==> config.mk <==
export PLATFORM = sky130hd
export DESIGN_NAME = crc16_checked_packet_deframer
export DESIGN_NICKNAME = d
export VERILOG_FILES = /design/src/rtl/cpd_pkg.sv /design/src/rtl/cpd_ctrl.sv /design/src/rtl/cpd_datapath.sv /design/src/rtl/crc16_checked_packet_deframer.sv
export VERILOG_INCLUDE_DIRS = /design/src /design/src/rtl
export SDC_FILE = /design/constraint.sdc
export NUM_CORES = 1
export LEC_CHECK = 0
export BUFFER_PORTS_ARGS = -buffer_cell sky130_fd_sc_hd__buf_2
export CAP_MARGIN = 20
export CORE_MARGIN = 3
export CORE_UTILIZATION = 29
export CTS_CLUSTER_SIZE = 14
export DETAILED_ROUTE_END_ITERATION = 10
export GPL_ROUTABILITY_DRIVEN = 1
export PLACE_DENSITY = 0.49
export SYNTH_ARGS = -nofsm -noshare
export SYNTH_HDL_FRONTEND = slang
export SYNTH_SLANG_ARGS = --single-unit
==> constraint.sdc <==
create_clock -name clock -period 3.2 [get_ports clock]
set_input_delay 0 -clock clock [delete_from_list [all_inputs] [get_ports clock]]
set_output_delay 0 -clock clock [all_outputs]
set_load 0.005 [all_outputs]
==> src/rtl/assert_macros.svh <==
// Assertion macros shared by the deframer RTL modules.
// No dependencies; included by the modules that check their own logic.
`ifndef ASSERT_MACROS_SVH
`define ASSERT_MACROS_SVH

// The consequent must hold in the same cycle as the antecedent.
`define ASSERT_SAME(lbl, clk, rst, ante, cons, msg) \
   lbl: assert property (@(posedge clk) disable iff (rst) (ante) |-> (cons)) \
      else $error(msg);

// The consequent must hold in the cycle after the antecedent.
`define ASSERT_NEXT(lbl, clk, rst, ante, cons, msg) \
   lbl: assert property (@(posedge clk) disable iff (rst) (ante) |=> (cons)) \
      else $error(msg);

`endif

==> src/rtl/cpd_pkg.sv <==
// Types, constants and the CRC-16 byte update for the packet deframer.
// No dependencies; imported by every deframer module.
package cpd_pkg;

   localparam int DATA_W    = 8;
   localparam int CRC_W     = 16;
   localparam int POS_W     = 6;
   localparam int CSR_IDX_W = 2;
   localparam int CSR_DATA_W = 16;

   localparam logic [CRC_W-1:0] CRC_POLY = 16'h8408;

   localparam logic [CSR_IDX_W-1:0] CSR_HEADER = 2'd0;
   localparam logic [CSR_IDX_W-1:0] CSR_SEED   = 2'd1;

   // Commands from the controller to the datapath.
   typedef struct packed {
      logic start;     // header byte accepted
      logic collect;   // packet byte accepted
      logic load_out;  // load the output register from the packet store
      logic advance;   // step to the next byte to emit
   } cmd_type;

   // Status from the datapath to the controller.
   typedef struct packed {
      logic hdr_match;  // incoming byte equals the header byte
      logic cnt_last;   // the next byte collected completes the packet
      logic crc_match;  // checksum in the last two bytes matches the CRC
      logic emit_last;  // the output register holds the final packet byte
   } status_type;

   // Reflected CRC-16 update over one byte, least significant bit first.
   function automatic logic [CRC_W-1:0] crc16_update(input logic [CRC_W-1:0] crc,
                                                     input logic [DATA_W-1:0] b);
      logic [CRC_W-1:0] c;
      c = crc ^ {{(CRC_W-DATA_W){1'b0}}, b};
      for (int i = 0; i < DATA_W; i++) begin
         c = c[0] ? ((c >> 1) ^ CRC_POLY) : (c >> 1);
      end
      return c;
   endfunction

endpackage

==> src/rtl/cpd_ctrl.sv <==
// Controller state machine of the packet deframer: hunt, collect, emit.
// Depends on cpd_pkg and assert_macros.svh.
`include "assert_macros.svh"

module cpd_ctrl
   import cpd_pkg::*;
(
   input  logic       clock,
   input  logic       reset,
   input  logic       req_valid,
   output logic       req_stall,
   output logic       rsp_valid,
   input  logic       rsp_stall,
   input  status_type status,
   output cmd_type    cmd
);

   typedef enum logic [1:0] {ST_HUNT, ST_COLLECT, ST_EMIT, ST_WAIT} state_type;

   state_type state_ff, state_in;
   logic      rsp_valid_ff, rsp_valid_in;
   logic      req_acc, rsp_acc;

   assign req_stall = !(state_ff == ST_HUNT || state_ff == ST_COLLECT);
   assign rsp_valid = rsp_valid_ff;
   assign req_acc   = req_valid && !req_stall;
   assign rsp_acc   = rsp_valid_ff && !rsp_stall;

   always_comb begin
      state_in     = state_ff;
      rsp_valid_in = rsp_valid_ff;
      cmd          = '0;
      case (state_ff)
         ST_HUNT: begin
            if (req_acc && status.hdr_match) begin
               cmd.start = 1'b1;
               state_in  = ST_COLLECT;
            end
         end
         ST_COLLECT: begin
            if (req_acc) begin
               cmd.collect = 1'b1;
               if (status.cnt_last) begin
                  state_in = status.crc_match ? ST_EMIT : ST_HUNT;
               end
            end
         end
         ST_EMIT: begin
            cmd.load_out = 1'b1;
            rsp_valid_in = 1'b1;
            state_in     = ST_WAIT;
         end
         ST_WAIT: begin
            if (rsp_acc) begin
               rsp_valid_in = 1'b0;
               if (status.emit_last) begin
                  state_in = ST_HUNT;
               end else begin
                  cmd.advance = 1'b1;
                  state_in    = ST_EMIT;
               end
            end
         end
         default: begin
            state_in     = ST_HUNT;
            rsp_valid_in = 1'b0;
         end
      endcase
   end

   always_ff @(posedge clock) begin
      if (reset) begin
         state_ff     <= ST_HUNT;
         rsp_valid_ff <= 1'b0;
      end else begin
         state_ff     <= state_in;
         rsp_valid_ff <= rsp_valid_in;
      end
   end

   `ASSERT_SAME(a_no_input_while_emitting, clock, reset, rsp_valid_ff, req_stall, "input open while an item is shown")
   `ASSERT_NEXT(a_hunt_after_last, clock, reset, rsp_acc && status.emit_last, !req_stall && !rsp_valid_ff, "no return to hunting after the final byte")
   `ASSERT_NEXT(a_drop_on_bad_crc, clock, reset, cmd.collect && status.cnt_last && !status.crc_match, !req_stall && !rsp_valid_ff, "packet with bad checksum not dropped")

endmodule

==> src/rtl/cpd_datapath.sv <==
// Datapath of the packet deframer: config registers, packet store, CRC and counters.
// Depends on cpd_pkg and assert_macros.svh.
`include "assert_macros.svh"

module cpd_datapath
   import cpd_pkg::*;
#(
   parameter int PACKET_BYTES = 32
)(
   input  logic                  clock,
   input  logic                  reset,
   input  logic                  csr_we,
   input  logic [CSR_IDX_W-1:0]  csr_index,
   input  logic [CSR_DATA_W-1:0] csr_wdata,
   input  logic [DATA_W-1:0]     req_data_byte,
   input  cmd_type               cmd,
   output status_type            status,
   output logic [DATA_W-1:0]     rsp_packet_byte,
   output logic [POS_W-1:0]      rsp_byte_position,
   output logic                  rsp_last
);

   localparam int AW = $clog2(PACKET_BYTES);
   localparam logic [AW-1:0] LAST_POS = AW'(PACKET_BYTES - 1);
   localparam logic [AW-1:0] CHK_POS  = AW'(PACKET_BYTES - 2);

   logic [DATA_W-1:0] mem [PACKET_BYTES];

   logic [DATA_W-1:0] header_ff, header_in;
   logic [CRC_W-1:0]  seed_ff, seed_in;
   logic [AW-1:0]     cnt_ff, cnt_in;
   logic [CRC_W-1:0]  crc_ff, crc_in;
   logic [DATA_W-1:0] chk_lo_ff, chk_lo_in;
   logic [AW-1:0]     rd_ff, rd_in;
   logic [DATA_W-1:0] out_byte_ff;
   logic [AW-1:0]     out_pos_ff;
   logic              out_last_ff;
   logic              wr_en;
   logic [AW-1:0]     wr_addr;

   assign status.hdr_match = (req_data_byte == header_ff);
   assign status.cnt_last  = (cnt_ff == LAST_POS);
   assign status.crc_match = ({req_data_byte, chk_lo_ff} == crc_ff);
   assign status.emit_last = out_last_ff;

   assign wr_en   = cmd.start || cmd.collect;
   assign wr_addr = cmd.start ? '0 : cnt_ff;

   always_comb begin
      header_in = header_ff;
      seed_in   = seed_ff;
      if (csr_we) begin
         case (csr_index)
            CSR_HEADER: header_in = csr_wdata[DATA_W-1:0];
            CSR_SEED:   seed_in   = csr_wdata;
            default:    ;
         endcase
      end
   end

   always_comb begin
      cnt_in    = cnt_ff;
      crc_in    = crc_ff;
      chk_lo_in = chk_lo_ff;
      rd_in     = rd_ff;
      if (cmd.start) begin
         cnt_in = AW'(1);
         crc_in = crc16_update(seed_ff, req_data_byte);
         rd_in  = '0;
      end else if (cmd.collect) begin
         cnt_in = (cnt_ff == LAST_POS) ? '0 : cnt_ff + AW'(1);
         if (cnt_ff < CHK_POS) begin
            crc_in = crc16_update(crc_ff, req_data_byte);
         end
         if (cnt_ff == CHK_POS) begin
            chk_lo_in = req_data_byte;
         end
      end
      if (cmd.advance) begin
         rd_in = rd_ff + AW'(1);
      end
   end

   always_ff @(posedge clock) begin
      if (reset) begin
         header_ff <= 8'hA5;
         seed_ff   <= 16'hFFFF;
         cnt_ff    <= '0;
         crc_ff    <= 16'hFFFF;
         rd_ff     <= '0;
      end else begin
         header_ff <= header_in;
         seed_ff   <= seed_in;
         cnt_ff    <= cnt_in;
         crc_ff    <= crc_in;
         rd_ff     <= rd_in;
      end
      chk_lo_ff <= chk_lo_in;
   end

   // Packet store: one write port for collection, one registered read port
   // that feeds the output register directly.
   always_ff @(posedge clock) begin
      if (wr_en) begin
         mem[wr_addr] <= req_data_byte;
      end
      if (cmd.load_out) begin
         out_byte_ff <= mem[rd_ff];
         out_pos_ff  <= rd_ff;
         out_last_ff <= (rd_ff == LAST_POS);
      end
   end

   assign rsp_packet_byte   = out_byte_ff;
   assign rsp_byte_position = POS_W'(out_pos_ff);
   assign rsp_last          = out_last_ff;

   `ASSERT_NEXT(a_count_after_header, clock, reset, cmd.start, cnt_ff == AW'(1), "byte count not one after header")
   `ASSERT_NEXT(a_count_wraps, clock, reset, cmd.collect && (cnt_ff == LAST_POS), cnt_ff == '0, "byte count not cleared at packet end")
   `ASSERT_NEXT(a_pos_follows_read, clock, reset, cmd.load_out, out_pos_ff == $past(rd_ff), "output position differs from read address")

endmodule

==> src/rtl/crc16_checked_packet_deframer.sv <==
// Top level of the CRC-16 checked packet deframer.
// Depends on cpd_pkg, cpd_ctrl and cpd_datapath.

// The deframer watches a byte stream and hunts for the configured header
// byte; every other byte seen while hunting is dropped. Once a header arrives
// it stores PACKET_BYTES bytes, header included, and runs a reflected CRC-16
// (polynomial 0x8408) seeded from the seed register over all but the last two
// bytes. Those two bytes are the checksum, low byte first. A packet whose
// checksum matches is sent out as PACKET_BYTES items, header first, each with
// its position and a last flag on the final byte; a packet that fails is
// dropped silently and hunting resumes with the next byte. Input bytes are
// taken one per cycle while hunting and collecting. During emission the input
// is stalled; each output item is first read from the packet store into the
// output register and then handed over, held while the receiver stalls, and
// the next item is read only after the receiver takes it. The seed register
// value is sampled when a header is accepted. The configuration port is always
// ready; writes to unknown register indexes are ignored. No clearing pass is
// needed after reset.
module crc16_checked_packet_deframer
   import cpd_pkg::*;
#(
   parameter int PACKET_BYTES = 32
)(
   input  logic                  clock,
   input  logic                  reset,
   // Input byte stream.
   input  logic                  req_valid,
   output logic                  req_stall,
   input  logic [DATA_W-1:0]     req_data_byte,
   // Verified packet bytes.
   output logic                  rsp_valid,
   input  logic                  rsp_stall,
   output logic [DATA_W-1:0]     rsp_packet_byte,
   output logic [POS_W-1:0]      rsp_byte_position,
   output logic                  rsp_last,
   // Configuration writes.
   input  logic                  csr_valid,
   output logic                  csr_ready,
   input  logic [CSR_IDX_W-1:0]  csr_index,
   input  logic [CSR_DATA_W-1:0] csr_wdata
);

   cmd_type    cmd;
   status_type status;

   // Registers are plain flops, so a write can land in any cycle.
   assign csr_ready = 1'b1;

   cpd_ctrl u_ctrl (
      .clock     (clock),
      .reset     (reset),
      .req_valid (req_valid),
      .req_stall (req_stall),
      .rsp_valid (rsp_valid),
      .rsp_stall (rsp_stall),
      .status    (status),
      .cmd       (cmd)
   );

   cpd_datapath #(
      .PACKET_BYTES (PACKET_BYTES)
   ) u_datapath (
      .clock             (clock),
      .reset             (reset),
      .csr_we            (csr_valid && csr_ready),
      .csr_index         (csr_index),
      .csr_wdata         (csr_wdata),
      .req_data_byte     (req_data_byte),
      .cmd               (cmd),
      .status            (status),
      .rsp_packet_byte   (rsp_packet_byte),
      .rsp_byte_position (rsp_byte_position),
      .rsp_last          (rsp_last)
   );

endmodule
==> results.yml <==
outcome:
  outcome: "completed"
clock_tree:
  postCtsSetupBuffers: 0
  clk_latency_ns: 0.53
  clock_sinks: 331
  cts_max_level: 2
  clk_pin_slew_ns: 0.06
  tritoncts: "built"
  numCtsBuffers: 38
  cts-root-buf: "clkbuf_16"
  cts_max_path_buffers: 3
placed_design:
  place_area_um2: 14800
  hpwl_mm: 21.9
  globalplace.congestion: 0.753
  portBuffers: 46
drt:
  routedWlPerCell_um: 22.4
  antenna_left: 0
  wl_mm: 34.5
  post_drt_via_cell_ratio: 4.85
  drtIter0Drc: 570
  firstDrtPassIters: 5
  vias: 7478
  drcViolationCount: 0
sta:
  drv_slew: 0
  hold_viol: 0
  setup_viol: 0
  skew_ns: 0.0139
  tightest_slew_ns: 1.01
  period_share: 0.793
  setup_tns_ns: 0
  fmax_mhz: 394
  finalCriticalPeriod_ns: 2.54
  rsz0062_at_grt: "false"
  slew_headroom: 0.321
die:
  die_w_um: 223
  core-area_um2: 46000
  die_y_um: 223
  die_area_um2: 49800
  ios: 49
  start_util: 0.297
  num_rows: 78
finish:
  drive_above_1_share: 0.266
  area_growth_pct: 19.8
  nFillCells: 4316
  final_cell_mix: "edfxtp_1 (278), mux4_2 (80), nand2_1 (56)"
  final_common_cell: "edfxtp_1"
  final_area_um2: 16400
  fin_nets: 948
  layout.area.seq_um2: 9410
  multi_input_area_um2: 4010
global_route:
  grt_max_degree: 54
  antenna_found_initial: 5
  grt-ovfl-total: 0
  use_met3: 0.0251
  met1_usage: 0.201
  grt_pass1_vias: 7655
  grt_pass1_wl_mm: 51.6
  track_usage: 0.139
  top_usage_layer: "met2"
  grtUsageMet2: 0.220
setup_path:
  crit_slowest_cell: "nor2_1"
  crit_path_end_kind: "flop"
  path_depth: 5
  startpoint: "u_ctrl.state_ff[0]$_SDFFE_PP0P_"
  cp_top_family: "simple AND/OR/NAND/NOR gates"
  reg2reg_from: "u_ctrl.state_ff[0]$_SDFFE_PP0P_"
  cp_slowest_stage_delay_ns: 0.63
  rr_worst_depth: 5
  worst_ep_arrival_time_ns: 2.69
  cp_cell_sequence: "and3b_1, nand2_1, nor2_1, nand2_1, nor2_1"
  worstSetupStartpointType: "flop"
  timing_worst_setup_path_type: "flop to flop"
  cp_num_buf_inv: 0
  required_ns: 3.36
  critPathMaxFanout: 10
synth:
  synthCells: 799
  yosysWarnings: 0
  synth_seq_cells: 331
  ys_seq_area_frac: 0.689
  syn_nets: 835
  yosys-top-cells-area: "edfxtp_1 (61%), mux4_2 (13%), dfxtp_1 (7.8%), xnor2_1 (3.3%), nand2_1 (1.5%)"
  synth.distinct_cells: 52
  synth_ff_type: "edfxtp_1"
  syn_avg_cell_area_um2: 17.1
  yosys.area.top_type: "edfxtp_1"
  synth_edf_count: 278
  synth-async-reset-ratio: 0
  synth_top_area_frac: 0.611
  mappedNetlistArea_um2: 13700
power_and_ir_drop:
  power.total_mw: 9.30
  power.density_nw_per_um2: 568
  p_leak_nw: 5.21
  ir_drop_v: 0.000272
hold_path:
  hold_class: "primary input to flop"
  min_from: "req_data_byte[2]"
  min_path_cells: 2
run:
  maxCapViolCount: 0
==> per-layer routing <==
| metal | share of wire | wire [um] |
|---|---|---|
| met5 | 0 | 0 |
| met4 | 0.015 | 532 |
| met3 | 0.055 | 1880 |
| met2 | 0.47 | 16200 |
| met1 | 0.46 | 15800 |
==> flip-flops by register name (all words and copies together) (netlist names) <==
register	count
u_ctrl.rsp_valid	1
u_ctrl.state_ff	2
u_datapath.chk_lo_ff	8
u_datapath.cnt_ff	5
u_datapath.crc_ff	16
u_datapath.header_ff	8
u_datapath.mem	256
u_datapath.out_pos_ff	5
u_datapath.rd_ff	5
u_datapath.rsp_last	1
u_datapath.rsp_packet_byte	8
u_datapath.seed_ff	16
==> Yosys cell counts, types with 8 or more instances <==
library cell,instances
a211o_1,8
nor2_1,42
xnor2_1,51
o21ai_0,8
buf_2,9
nand2_1,56
clkbuf_1,36
mux4_2,80
nand3b_1,20
dfxtp_1,53
edfxtp_1,278
a21oi_1,19
xor2_1,21
mux2_2,8
==> worst paths after layout <==
kind / end / slack (ns)
worst max-delay path: u_datapath.mem[29][3]$_DFFE_PP_ / 0.66
worst max register to register: u_datapath.mem[29][3]$_DFFE_PP_ / 0.66
worst min-delay path: u_datapath.mem[0][2]$_DFFE_PP_ / 0.07
worst min register to register: u_datapath.rd_ff[0]$_SDFFE_PP0P_ / 0.48
==> where the power goes <==
part | leakage (nW) | total (mW) | switching [mW] | internal [mW]
clock | 0.613 | 4.31 | 1.72 | 2.59
combinational | 1.68 | 0.303 | 0.183 | 0.120
sequential | 2.92 | 4.69 | 0.0129 | 4.68
==> area by class of cell <==
type                            count  area share
Inverter                            2    0.000459
Clock inverter                     22      0.0137
Clock buffer                       46      0.0618
Sequential cell                   331       0.575
Antenna cell                        1    0.000153
Multi-Input combinational cell    412       0.245
Tap cell                          600      0.0459
Timing Repair Buffer              127      0.0581
==> what timing repair did <==
| item | 4_1_cts | 5_1_grt |
|---|---|---|
| gates resized for setup | 0 | 0 |
| hold buffers | 30 | 0 |
| hold endpoints to repair | 29 | 0 |
==> per-stage QoR <==
stage	instances	worst slack [ns]	hold slack [ns]	util
2_1_floorplan	799	0.787	0.0989	-
3_3_place_gp	1442	0.709	0.209	0.323
3_5_place_dp	1442	0.684	0.216	0.323
4_1_cts	1540	0.665	0.0556	0.356
5_1_grt	1540	0.392	0.0722	0.356
6_report	1541	0.663	0.0715	0.356
==> kinds of logic (layout without fill, tap and decap cells) <==
logic type | Yosys count | in the layout | share of synthesized area
flops | 331 | 331 | 0.689
simple gates | 172 | 172 | 0.0653
mux | 95 | 95 | 0.144
xor+xnor | 72 | 72 | 0.0462
compound gates | 66 | 66 | 0.0320
buf+inv | 56 | 197 | 0.0192
fa+ha+maj | 5 | 5 | 0.00458
other cells | 2 | 3 | 0.000550
No activity file was read; power rests on OpenSTA's default activity.
